[src/rtl/mbs_pkg.sv]
// ----------------------------------------------------------------------------
// Mandelbrot shader package
// Shared constants, types and the palette function of the escape-time shader.
// ----------------------------------------------------------------------------
package mbs_pkg;

  // Canvas and iteration limits.
  localparam int unsigned CANVAS_WIDTH   = 1024;
  localparam int unsigned CANVAS_HEIGHT  = 768;
  localparam int unsigned MAX_ITERATIONS = 96;

  // Field widths.
  localparam int unsigned PIX_W    = 10;
  localparam int unsigned CENTRE_W = 19;
  localparam int unsigned STEP_W   = 16;
  localparam int unsigned COLOUR_W = 24;
  localparam int unsigned ESC_W    = 7;
  localparam int unsigned CFG_W    = 19;

  // Fixed-point datapath widths. Z_W holds c and z for any canvas size in range.
  localparam int unsigned FRAC_BITS = 16;
  localparam int unsigned Z_W       = 30;
  localparam int unsigned PROD_W    = 2 * Z_W;
  localparam int unsigned SQ_W      = PROD_W - FRAC_BITS;
  localparam int unsigned ESCAPE_LIMIT = 4 * 65536;

  // Iteration counter and palette index widths.
  localparam int unsigned CNT_W = $clog2(MAX_ITERATIONS + 1);
  localparam int unsigned IDX_W = (MAX_ITERATIONS > 1) ? $clog2(MAX_ITERATIONS) : 1;

  // Palette colors.
  localparam logic [COLOUR_W-1:0] INSIDE_COLOUR = 24'h05070C;
  localparam logic [COLOUR_W-1:0] DEEP_BLUE     = 24'h081226;
  localparam logic [COLOUR_W-1:0] GOLD          = 24'hD4AF37;
  localparam logic [COLOUR_W-1:0] WARM_WHITE    = 24'hFFF3D0;

  // Configuration register indexes.
  typedef enum logic [0:0] {
    REG_CENTRE_REAL = 1'b0,
    REG_PIXEL_STEP  = 1'b1
  } cfg_reg_e;

  // Sequencer states.
  typedef enum logic [2:0] {
    ST_IDLE,
    ST_MAP_X,
    ST_MAP_Y,
    ST_MAP_DONE,
    ST_SQ_X,
    ST_SQ_Y,
    ST_CHECK,
    ST_SHADE
  } state_e;

  // Operand selection for the shared multiplier.
  typedef enum logic [2:0] {
    MUL_MAP_X,
    MUL_MAP_Y,
    MUL_ZXX,
    MUL_ZYY,
    MUL_ZXY
  } mul_sel_e;

  // Datapath controls issued by the sequencer.
  typedef struct packed {
    logic     mul_en;
    mul_sel_e mul_sel;
    logic     ld_x0;
    logic     ld_y0;
    logic     init_z;
    logic     upd_zy;
    logic     ld_zx2;
    logic     iterate;
    logic     shade;
  } ctrl_t;

  // Blend two colors per channel with weight w out of 255, truncated.
  function automatic logic [COLOUR_W-1:0] blend(logic [COLOUR_W-1:0] a,
                                                logic [COLOUR_W-1:0] b,
                                                int unsigned w);
    logic [COLOUR_W-1:0] res;
    int unsigned ca;
    int unsigned cb;
    int unsigned c;
    res = '0;
    for (int ch = 0; ch < 3; ch++) begin
      ca = int'(a[ch*8 +: 8]);
      cb = int'(b[ch*8 +: 8]);
      c  = (ca * (255 - w) + cb * w) / 255;
      res[ch*8 +: 8] = c[7:0];
    end
    return res;
  endfunction

  // Shaded color for an escape count; only ever evaluated on constants.
  function automatic logic [COLOUR_W-1:0] palette_colour(int unsigned cnt);
    int unsigned t;
    logic [COLOUR_W-1:0] res;
    t = (cnt * 255) / MAX_ITERATIONS;
    if (cnt >= MAX_ITERATIONS) begin
      res = INSIDE_COLOUR;
    end else if (t < 128) begin
      res = blend(DEEP_BLUE, GOLD, t * 2);
    end else begin
      res = blend(GOLD, WARM_WHITE, (t - 128) * 2);
    end
    return res;
  endfunction

endpackage

[src/rtl/mbs_mul.sv]
// ----------------------------------------------------------------------------
// Shared multiplier
// Signed Z_W by Z_W multiplier with a registered product, used for both the
// coordinate mapping and every product of the iteration.
// ----------------------------------------------------------------------------
module mbs_mul
  import mbs_pkg::*;
(
  input  logic                     clk_i,
  input  logic                     en_i,
  input  logic signed [Z_W-1:0]    a_i,
  input  logic signed [Z_W-1:0]    b_i,
  output logic signed [PROD_W-1:0] prod_o
);

  logic signed [PROD_W-1:0] prod_d;
  logic signed [PROD_W-1:0] prod_q;

  // Full-width signed product.
  assign prod_d = PROD_W'(a_i) * PROD_W'(b_i);

  // Product register, loaded only when a new operation is issued.
  always_ff @(posedge clk_i) begin
    if (en_i) begin
      prod_q <= prod_d;
    end
  end

  assign prod_o = prod_q;

endmodule

[src/rtl/mbs_shade.sv]
// ----------------------------------------------------------------------------
// Palette shader
// Maps the final escape count to a color through a constant palette table and
// presents the result for one cycle with its strobe.
// ----------------------------------------------------------------------------
module mbs_shade
  import mbs_pkg::*;
(
  input  logic                clk_i,
  input  logic                rst_ni,
  input  logic                load_i,
  input  logic [CNT_W-1:0]    count_i,
  output logic                done_o,
  output logic [COLOUR_W-1:0] colour_o,
  output logic [ESC_W-1:0]    escape_o
);

  logic [COLOUR_W-1:0] pal_table [MAX_ITERATIONS];
  logic [COLOUR_W-1:0] colour_d;
  logic [COLOUR_W-1:0] colour_q;
  logic [ESC_W-1:0]    escape_q;
  logic                done_q;

  // Constant palette, one entry per count below the limit.
  for (genvar g = 0; g < MAX_ITERATIONS; g++) begin : g_pal
    assign pal_table[g] = palette_colour(g);
  end

  // Points that never escaped get the inside color.
  assign colour_d = (count_i == CNT_W'(MAX_ITERATIONS)) ? INSIDE_COLOUR
                                                        : pal_table[count_i[IDX_W-1:0]];

  // Result strobe lasts exactly one cycle.
  always_ff @(posedge clk_i or negedge rst_ni) begin
    if (!rst_ni) begin
      done_q <= 1'b0;
    end else begin
      done_q <= load_i;
    end
  end

  // Result payload.
  always_ff @(posedge clk_i) begin
    if (load_i) begin
      colour_q <= colour_d;
      escape_q <= ESC_W'(count_i);
    end
  end

  assign done_o   = done_q;
  assign colour_o = colour_q;
  assign escape_o = escape_q;

endmodule

[src/rtl/mandelbrot_escape_time_shader.sv]
// ----------------------------------------------------------------------------
// Mandelbrot escape-time shader
// Maps a pixel to a signed 14.16 point, iterates z = z^2 + c and shades the count.
// ----------------------------------------------------------------------------
// One pixel transaction is taken when start is high and busy is low; busy then
// stays high until the result is out. A single multiplier forms every product,
// three per iteration (zx*zx, zy*zy, zx*zy). From the accepting edge the
// sequencer steps through MAP_X, MAP_Y and MAP_DONE, then SQ_X, SQ_Y and CHECK
// once per escape check until the point escapes or reaches MAX_ITERATIONS, then
// SHADE, and done_o is raised by the shader's result register. The result is
// shown on pixel_colour_o and escape_count_o for exactly one cycle with done_o,
// and the receiver cannot stall it; capture it on that edge. A new transaction
// may be started in the same cycle that done_o is high. Configuration writes
// are taken at any time but must only be issued while busy is low.
// ----------------------------------------------------------------------------
module mandelbrot_escape_time_shader
  import mbs_pkg::*;
(
  input  logic                clk_i,
  input  logic                rst_ni,
  // Pixel transaction
  input  logic                start,
  output logic                busy,
  input  logic [PIX_W-1:0]    pixel_x_i,
  input  logic [PIX_W-1:0]    pixel_y_i,
  // Result
  output logic                done_o,
  output logic [COLOUR_W-1:0] pixel_colour_o,
  output logic [ESC_W-1:0]    escape_count_o,
  // Configuration write port
  input  logic                cfg_we_i,
  input  logic [0:0]          cfg_idx_i,
  input  logic [CFG_W-1:0]    cfg_wdata_i
);

  state_e state_q, state_d;
  ctrl_t  ctrl;

  logic signed [CENTRE_W-1:0] centre_q;
  logic        [STEP_W-1:0]   step_q;
  logic        [PIX_W-1:0]    px_q;
  logic        [PIX_W-1:0]    py_q;
  logic signed [Z_W-1:0]      x0_q;
  logic signed [Z_W-1:0]      y0_q;
  logic signed [Z_W-1:0]      zx_q;
  logic signed [Z_W-1:0]      zy_q;
  logic signed [SQ_W-1:0]     zx2_q;
  logic        [CNT_W-1:0]    count_q;
  logic                       first_q;

  logic signed [Z_W-1:0]      mul_a;
  logic signed [Z_W-1:0]      mul_b;
  logic signed [PROD_W-1:0]   prod;
  logic signed [SQ_W-1:0]     prod_sq;
  logic signed [SQ_W:0]       mag_sum;
  logic                       escaped;
  logic                       last_iter;
  logic signed [Z_W-1:0]      zx_next;
  logic signed [Z_W-1:0]      zy_next;
  logic signed [Z_W-1:0]      px_off;
  logic signed [Z_W-1:0]      py_off;

  // Configuration registers.
  always_ff @(posedge clk_i or negedge rst_ni) begin
    if (!rst_ni) begin
      centre_q <= CENTRE_W'(-39322);
      step_q   <= STEP_W'(350);
    end else if (cfg_we_i) begin
      case (cfg_idx_i)
        REG_CENTRE_REAL: centre_q <= cfg_wdata_i[CENTRE_W-1:0];
        REG_PIXEL_STEP:  step_q   <= cfg_wdata_i[STEP_W-1:0];
        default: ;
      endcase
    end
  end

  // Column and row offsets from mid-canvas.
  assign px_off = Z_W'(px_q) - Z_W'(CANVAS_WIDTH / 2);
  assign py_off = Z_W'(py_q) - Z_W'(CANVAS_HEIGHT / 2);

  // Operand selection for the shared multiplier.
  always_comb begin
    case (ctrl.mul_sel)
      MUL_MAP_X: begin
        mul_a = px_off;
        mul_b = Z_W'(step_q);
      end
      MUL_MAP_Y: begin
        mul_a = py_off;
        mul_b = Z_W'(step_q);
      end
      MUL_ZXX: begin
        mul_a = zx_q;
        mul_b = zx_q;
      end
      MUL_ZYY: begin
        mul_a = zy_q;
        mul_b = zy_q;
      end
      MUL_ZXY: begin
        mul_a = zx_q;
        mul_b = zy_q;
      end
      default: begin
        mul_a = zx_q;
        mul_b = zy_q;
      end
    endcase
  end

  mbs_mul u_mul (
    .clk_i  (clk_i),
    .en_i   (ctrl.mul_en),
    .a_i    (mul_a),
    .b_i    (mul_b),
    .prod_o (prod)
  );

  // Squared term of the product register, and the escape test on |z|^2.
  assign prod_sq   = SQ_W'(prod >>> FRAC_BITS);
  assign mag_sum   = (SQ_W + 1)'(zx2_q) + (SQ_W + 1)'(prod_sq);
  assign escaped   = (mag_sum > (SQ_W + 1)'(ESCAPE_LIMIT));
  assign last_iter = (count_q == CNT_W'(MAX_ITERATIONS - 1));

  // Next z values; exact whenever the point has not escaped.
  assign zx_next = Z_W'(zx2_q - prod_sq + SQ_W'(x0_q));
  assign zy_next = Z_W'(prod >>> (FRAC_BITS - 1)) + y0_q;

  // Sequencer state register.
  always_ff @(posedge clk_i or negedge rst_ni) begin
    if (!rst_ni) begin
      state_q <= ST_IDLE;
    end else begin
      state_q <= state_d;
    end
  end

  // Next state.
  always_comb begin
    state_d = state_q;
    case (state_q)
      ST_IDLE:     if (start) state_d = ST_MAP_X;
      ST_MAP_X:    state_d = ST_MAP_Y;
      ST_MAP_Y:    state_d = ST_MAP_DONE;
      ST_MAP_DONE: state_d = ST_SQ_X;
      ST_SQ_X:     state_d = ST_SQ_Y;
      ST_SQ_Y:     state_d = ST_CHECK;
      ST_CHECK: begin
        if (escaped || last_iter) begin
          state_d = ST_SHADE;
        end else begin
          state_d = ST_SQ_X;
        end
      end
      ST_SHADE:    state_d = ST_IDLE;
      default:     state_d = ST_IDLE;
    endcase
  end

  // Sequencer outputs.
  always_comb begin
    ctrl = '{mul_en: 1'b0, mul_sel: MUL_ZXY, default: 1'b0};
    case (state_q)
      ST_IDLE: ;
      ST_MAP_X: begin
        ctrl.mul_en  = 1'b1;
        ctrl.mul_sel = MUL_MAP_X;
      end
      ST_MAP_Y: begin
        ctrl.mul_en  = 1'b1;
        ctrl.mul_sel = MUL_MAP_Y;
        ctrl.ld_x0   = 1'b1;
      end
      ST_MAP_DONE: begin
        ctrl.ld_y0  = 1'b1;
        ctrl.init_z = 1'b1;
      end
      ST_SQ_X: begin
        ctrl.mul_en  = 1'b1;
        ctrl.mul_sel = MUL_ZXX;
        ctrl.upd_zy  = 1'b1;
      end
      ST_SQ_Y: begin
        ctrl.mul_en  = 1'b1;
        ctrl.mul_sel = MUL_ZYY;
        ctrl.ld_zx2  = 1'b1;
      end
      ST_CHECK: begin
        ctrl.mul_en  = !escaped;
        ctrl.mul_sel = MUL_ZXY;
        ctrl.iterate = !escaped;
      end
      ST_SHADE: begin
        ctrl.shade = 1'b1;
      end
      default: ;
    endcase
  end

  // Control bits of the iteration.
  always_ff @(posedge clk_i or negedge rst_ni) begin
    if (!rst_ni) begin
      count_q <= '0;
      first_q <= 1'b0;
    end else begin
      if (ctrl.init_z) begin
        count_q <= '0;
        first_q <= 1'b1;
      end else begin
        if (ctrl.iterate) begin
          count_q <= count_q + CNT_W'(1);
        end
        if (ctrl.upd_zy) begin
          first_q <= 1'b0;
        end
      end
    end
  end

  // Pixel, point and z registers.
  always_ff @(posedge clk_i) begin
    if (state_q == ST_IDLE && start) begin
      px_q <= pixel_x_i;
      py_q <= pixel_y_i;
    end
    if (ctrl.ld_x0) begin
      x0_q <= Z_W'(prod) + Z_W'(centre_q);
    end
    if (ctrl.ld_y0) begin
      y0_q <= Z_W'(prod);
    end
    if (ctrl.init_z) begin
      zx_q <= '0;
      zy_q <= '0;
    end else begin
      if (ctrl.iterate) begin
        zx_q <= zx_next;
      end
      // The first pass has no zx*zy product pending.
      if (ctrl.upd_zy && !first_q) begin
        zy_q <= zy_next;
      end
    end
    if (ctrl.ld_zx2) begin
      zx2_q <= prod_sq;
    end
  end

  mbs_shade u_shade (
    .clk_i    (clk_i),
    .rst_ni   (rst_ni),
    .load_i   (ctrl.shade),
    .count_i  (count_q),
    .done_o   (done_o),
    .colour_o (pixel_colour_o),
    .escape_o (escape_count_o)
  );

  assign busy = (state_q != ST_IDLE);

endmodule

[config.mk]
export PLATFORM = sky130hd
export DESIGN_NAME = mandelbrot_escape_time_shader
export DESIGN_NICKNAME = d
export VERILOG_FILES = /design/src/rtl/mbs_pkg.sv /design/src/rtl/mbs_mul.sv /design/src/rtl/mbs_shade.sv /design/src/rtl/mandelbrot_escape_time_shader.sv
export SDC_FILE = /design/constraint.sdc
export NUM_CORES = 2
export LEC_CHECK = 0
export ABC_AREA = 1
export BUFFER_PORTS_ARGS = -buffer_cell sky130_fd_sc_hd__buf_2
export CORE_ASPECT_RATIO = 0.9
export CORE_MARGIN = 1
export CORE_UTILIZATION = 35
export CTS_BUF_LIST = sky130_fd_sc_hd__clkbuf_2 sky130_fd_sc_hd__clkbuf_4 sky130_fd_sc_hd__clkbuf_8
export DETAILED_ROUTE_END_ITERATION = 10
export HOLD_SLACK_MARGIN = 0.06
export PLACE_DENSITY = 0.57
export SYNTH_ARGS = -nofsm -noshare
export SYNTH_HDL_FRONTEND = slang
export SYNTH_SLANG_ARGS = --single-unit
[constraint.sdc]
create_clock -name clk_i -period 11.4 [get_ports clk_i]
set_clock_uncertainty 0.05 [all_clocks]
set_input_delay 0.57 -clock clk_i [delete_from_list [all_inputs] [get_ports clk_i]]
set_output_delay 0.57 -clock clk_i [all_outputs]
set_load 0.02 [all_outputs]
# After elaboration in Yosys (flattened, before gate mapping)
# Memory sizes are Yosys's and may differ from the RTL's. A register that Yosys moved wholly into a read port is not among the register bits.
# Index checks and enable logic that the tools add are counted.
[word_totals]
out_inout_bits = 33
word_cells = 70
n_memories = 1
rom_bits = 3072
ff_bits = 298
[memory_table]
columns = ["name", "depth", "word_bits", "read_ports", "rd_ports_with_merged_regs", "write_ports", "line", "rtl"]
rows = [
  ["(no name shown)", 128, 24, 1, 1, 0, "mbs_shade.sv:31", ": pal_table[count_i[IDX_W-1:0]];"],
]
[op_classes]
add_sub_neg = 8
n_mul = 1
mux = 16
n_eq_ne = 13
bitwise = 2
n_reduce_logical = 13
n_lt_le_gt_ge = 1
[op_table]
columns = ["operator", "n"]
rows = [
  ["one-hot mux 30 bit (3 select lines)", 1],
  ["adder 30 bit", 2],
  ["multiplier 30 x 30 -> 60 bit", 1],
  ["one-hot mux 30 bit (2 select lines)", 1],
  ["adder 44 x 44 -> 45 bit", 1],
  ["greater-than comparator 45 x 19 -> 1 bit (second input constant)", 1],
  ["adder 30 x 19 -> 30 bit", 1],
  ["subtractor 30 bit", 1],
  ["one-hot mux 3 bit (8 select lines)", 1],
  ["one-hot mux 4 bit (5 select lines)", 1],
  ["== test 7 bit (second input constant)", 2],
  ["two-way mux 7 bit", 2],
  ["== test 3 x 2 -> 1 bit (second input constant)", 4],
  ["== test 3 bit (second input constant)", 4],
  ["subtractor 10 x 10 -> 11 bit (second input constant)", 1],
  ["subtractor 10 x 9 -> 11 bit (second input constant)", 1],
  ["inverter 7 -> 8 bit", 1],
  ["adder 7 x 1 -> 7 bit (second input constant)", 1],
  ["two-way mux 1 bit", 7],
  ["== test 3 x 1 -> 1 bit (second input constant)", 2],
  ["logical NOT 3 bit", 2],
  ["two-way mux 2 bit", 2],
  ["AND reduction 2 bit", 2],
  ["nonzero test 2 bit", 2],
  ["other kinds (8)", 10],
]

# Logic depth before layout (Yosys ltp)
[depth]
word_depth = 8
ltp_mapped = 45
depth_no_buf = 43

# Hierarchy
# From an unflattened synthesis, not the netlist that was laid out.
[unflattened]
hier_cells = 7612
area_unflattened_um2 = 57840.5
[modules_own_cells]
columns = ["mod", "area_per_inst_um2", "cells_per_inst", "n_inst"]
rows = [
  ["mbs_mul", 36722.7, 4616, 1],
  ["mandelbrot_escape_time_shader", 18168.7, 2552, 1],
  ["mbs_shade", 2949.1, 444, 1],
]

# Worst setup path after synthesis
# OpenSTA, ideal clock, no wires.
[synth_timing]
kind = "register to register"
from = "register state_q[1]"
to = "register u_mul.prod_q[55], in the netlist u_mul.prod_o[55] (data pin)"
setup_slack_ns = 1.532
arrival_time_ns = 9.553
stages_incl_launch_ff = 36
t_required_ns = 11.085
setup_time_ns = 0.265
path_cell_list = "dfrtp_1 nor2_1 inv_1 nor2_2 inv_1 clkbuf_1 o21ai_0 o21ai_2 buf_2 nor2_1 fa_1 inv_1 fa_1 inv_1 fa_1 fa_1 inv_1 fa_1 inv_1 fa_1 fa_1 inv_1 fa_1 inv_1 ha_1 nand2_1 nor2_1 inv_1 nor4_1 nand3_1 nand3_1 nand2_1 nand2_1 a21oi_1 o21ai_0 xor2_1"
[synth_between]
elab_chain_cells = 6
elab_cells_between_ends = 14
cone_classes = "1 x mul; 8 x eq/ne; 3 x mux; 2 x reduce/logical"
[synth_rtl]
columns = ["item", "line", "rtl"]
rows = [
  ["from (decl)", "mandelbrot_escape_time_shader.sv:36", "state_e state_q, state_d;"],
  ["from (signal assigned)", "mandelbrot_escape_time_shader.sv:134", "state_q <= state_d;"],
  ["== test 3 bit, or another cell as far along", "mandelbrot_escape_time_shader.sv:163", "case (state_q)"],
  ["one-hot mux 4 bit (5 select lines) *", "mandelbrot_escape_time_shader.sv:163", ""],
  ["== test 3 x 1 -> 1 bit or logical NOT 3 bit (tied branches)", "mandelbrot_escape_time_shader.sv:83", "case (ctrl.mul_sel)"],
  ["OR reduction 2 bit (no source line)", "--", ""],
  ["one-hot mux 30 bit (2 select lines)", "mandelbrot_escape_time_shader.sv:83", ""],
  ["multiplier 30 x 30 -> 60 bit *", "mbs_mul.sv:20", "assign prod_d = PROD_W'(a_i) * PROD_W'(b_i);"],
  ["net u_mul.prod_d[55]", "mbs_mul.sv:16", "logic signed [PROD_W-1:0] prod_d;"],
  ["to (signal assigned)", "mbs_mul.sv:25", "prod_q <= prod_d;"],
  ["to (decl)", "mbs_mul.sv:17", "logic signed [PROD_W-1:0] prod_q;"],
]
# The timed path passes the listed nets; every way through them passes the cells marked *.
# A chain may end at the register's enable or synchronous reset.

# Worst setup path in the final report
# Same ends and word-level chain as after synthesis.

==> metrics.txt <==
status=finished, final reports clean; number of enable flip-flop cells after synthesis=roughly 220; largest family of logic cells by synthesized area=adder cells; most frequent cells in the layout=1,623 x inv_1, 1,320 x nand2_1, 990 x fa_1; GP Congestion=~0.97; Detailed Place HPWL=about 160,000 um; met1 Usage GRT=a little over a third; IO Pins=77; share of layout cells above drive strength 1=between 6 and 7%; simple-gate portion of the synthesized area=between 10% and 20%; worst r2r src=state_q[1]$_DFFE_PN0P_; Root Buffer=clkbuf_8; die width=419.5 um; Worst Setup SP=state_q[1]$_DFFE_PN0P_; Final Hold Fails=0; Least-Margin Pin Slew=roughly 1.1 ns; clk_lat worst skew=between 0.6 and 0.7 ns; Compound-Gate Fraction of Synth Area=under 10%; Mapped Cells=6,714; critical setup path kind=register to register; H-tree lvl count=2; RSZ-0062 raised after global routing=false; Place WS=0.6730 ns; Detail Route Antenna Nets=0; Multi-input gate area=approximately 0.039 sq mm; top-area cell type share of the netlist area=a little over a third; Die ar.=around 0.16 sq mm; Total GRT Usage=approximately 25%; Worst EP arrival=~11 ns; Top cell by count, worst path=fa_1; flop-to-flop setup slack=between 0.5 and 0.6 ns; largest net degree at the start of global routing=61; post-synthesis xor/xnor area fraction=roughly 2.5%; Clock Pin Slew Worst Setup and Hold Paths=approximately 0.070 ns; register area share after synthesis=16.13%; Num Clock Sinks=~320; type of element capturing the critical path=register; worst-path maximum fanout=16; final setup violation count=0; commonest non-fill, non-tap cell in the layout=inv_1; Pre-Repair DR Iteration Count=6; max-slew violation count=0; DRC violations left=0; WL final=195,100 um; Max Fclk=92.11 MHz; CTS tree=done; final setup TNS=0 ns; Finished Cell Area=roughly 0.06 sq mm; worst path required time=approximately 12 ns; async set or reset register ratio after synthesis=between 10% and 20%; Final WS setup=about 0.54 ns; DR WL/cell=21.82 um; Top Usage Layer GRT=met2; min cycle time layout=around 11 ns; Post-Synth Adder-Cell Area=between 40 and 50%; yosys warns=0; die height=approximately 380 um; CTS Buffer Depth=3; total gr overflow=0; top post-synthesis cells by area=fa_1 36%, edfxtp_1 12%, inv_1 11%; Post-Syn Area=roughly 0.055 sq mm; met3 Use GR=about 3.7%; max incr delay on CP=approximately 0.72 ns; layout filler cell count=16,219; hold_sp=cfg_wdata_i[2]; Critical Path Start Type=register; cell row count=roughly 140; port bufs=76; initial DRC count=between 4,000 and 5,000; via count=between 40,000 and 50,000; Netlist cell types=62; number of buffers inserted during clock tree synthesis=55; Avg Cell Area, Syn=about 8.2 sq um; Max stage delay cell, worst path=a211oi_2; worst min path class=input port to register; initial antenna violation count=8; FF+latch count, synth=about 320; Area Overhead vs Synth=8.481%; vias in the first global route=between 40,000 and 50,000; core area=between 0.15 and 0.2 sq mm; main flop type after synthesis=edfxtp_1; cell taking the most area after synthesis=fa_1; Syn Nets=between 8,000 and 9,000; vias per inst=5.065; max cap viols=0; FF/Latch Area=~0.0089 sq mm; cell area after placement=~0.058 sq mm; first-pass GRT wire length=just under 300,000 um; Total Nets Final=roughly 8,200; met2 track demand over resource=between 30% and 40%; proportion of synthesized area in mux cells=less than 1%; final cycle utilization of the critical path=95.24%; relative slew slack=23.46%; Initial Util=a little over a third
## area by class of cell
| class | count | share of cell area (%) |
|---|---|---|
| inverters | 1664 | 10.49 |
| multi-input cells | 4538 | 65.57 |
| clock buffers | 75 | 1.607 |
| flip-flops and latches | 322 | 14.86 |
| diodes | 3 | 0.01260 |
| repair buffers | 226 | 2.638 |
| clock inverters | 29 | 0.4369 |
| well taps | 2085 | 4.379 |
## stage by stage
stage | instances | hold slack, ns | utilization, %
finish | 8942 | 0.1137 | 38.36
detailed placement | 8807 | 0.4159 | 37.39
CTS | 8937 | 0.07666 | 38.34
global route | 8939 | 0.1151 | 38.35
floorplan | 6714 | 0.2244 | -
global placement | 8807 | 0.4057 | 37.39
## cells in the mapped netlist (23+ instances only)
cell type,instances
xor2_1,97
nand3_1,156
a21oi_1,279
nand4_1,42
inv_1,1624
o21ai_0,223
buf_2,66
a31oi_1,25
dfxtp_1,60
ha_1,328
dfrtp_1,30
xnor2_1,62
nor2_1,722
edfxtp_1,215
clkbuf_1,112
inv_2,31
fa_1,990
nand2_1,1321
o21bai_1,23
## critical path: cells and delay by family (launching register included)
family / cells / cell delay, ns
AO/OA/AOI/OAI: 9 / 2.45
XOR/XNOR: 1 / 0.16
adder cells (fa/ha/maj): 9 / 4.49
buffers and inverters: 6 / 1.31
flip-flops: 1 / 0.44
AND/OR/NAND/NOR: 7 / 1.69
## repair_timing
action,in CTS,in global routing
resized for setup,0,1
endpoints found under the hold margin,55,0
buffers inserted,0,2
hold buffers,26,0
endpoints found under the setup margin,0,2
## state kept, by name, summed over array words and instances, names as in the netlist, 10 cells and up
register / cells
centre_q: 19
px_q: 10
py_q: 10
step_q: 16
u_mul.prod_o: 60
u_shade.colour_o: 24
x0_q: 30
y0_q: 30
zx2_q: 44
zx_q: 30
zy_q: 30
## path summary, 6_finish.rpt
check,to,cells after the start
min in group asynchronous,step_q[9]$_DFFE_PN0P_,3
max in group asynchronous,centre_q[15]$_DFFE_PN0P_,3
worst max-delay path,u_mul.prod_o[55]$_DFFE_PP_,32
worst min-delay path,centre_q[2]$_DFFE_PN1P_,3
worst min register to register,first_q$_DFFE_PN0P_,2
worst max register to register,u_mul.prod_o[55]$_DFFE_PP_,32
## layer usage
layer  vias to the layer above  part of all wire [%]
met3                       296                   8.1
met4                         2                   3.7
met2                      1812                    44
met5                         -                0.0097
met1                     22773                    44
li1                      20407                     -
## logic make-up (layout without fill, tap and decap cells)
family                   after synthesis  in the layout
AND/OR/NAND/NOR                     2331           2331
buffers and inverters               1854           1994
adder cells (fa/ha/maj)             1318           1318
AO/OA/AOI/OAI                        727            727
flip-flops                           322            322
XOR/XNOR                             159            159
multiplexers                           3              3
other                                  0              3
Power is left out: the tool's default activity adds up to more than one toggle a clock period on the data nets, which glitch-free logic cannot reach.
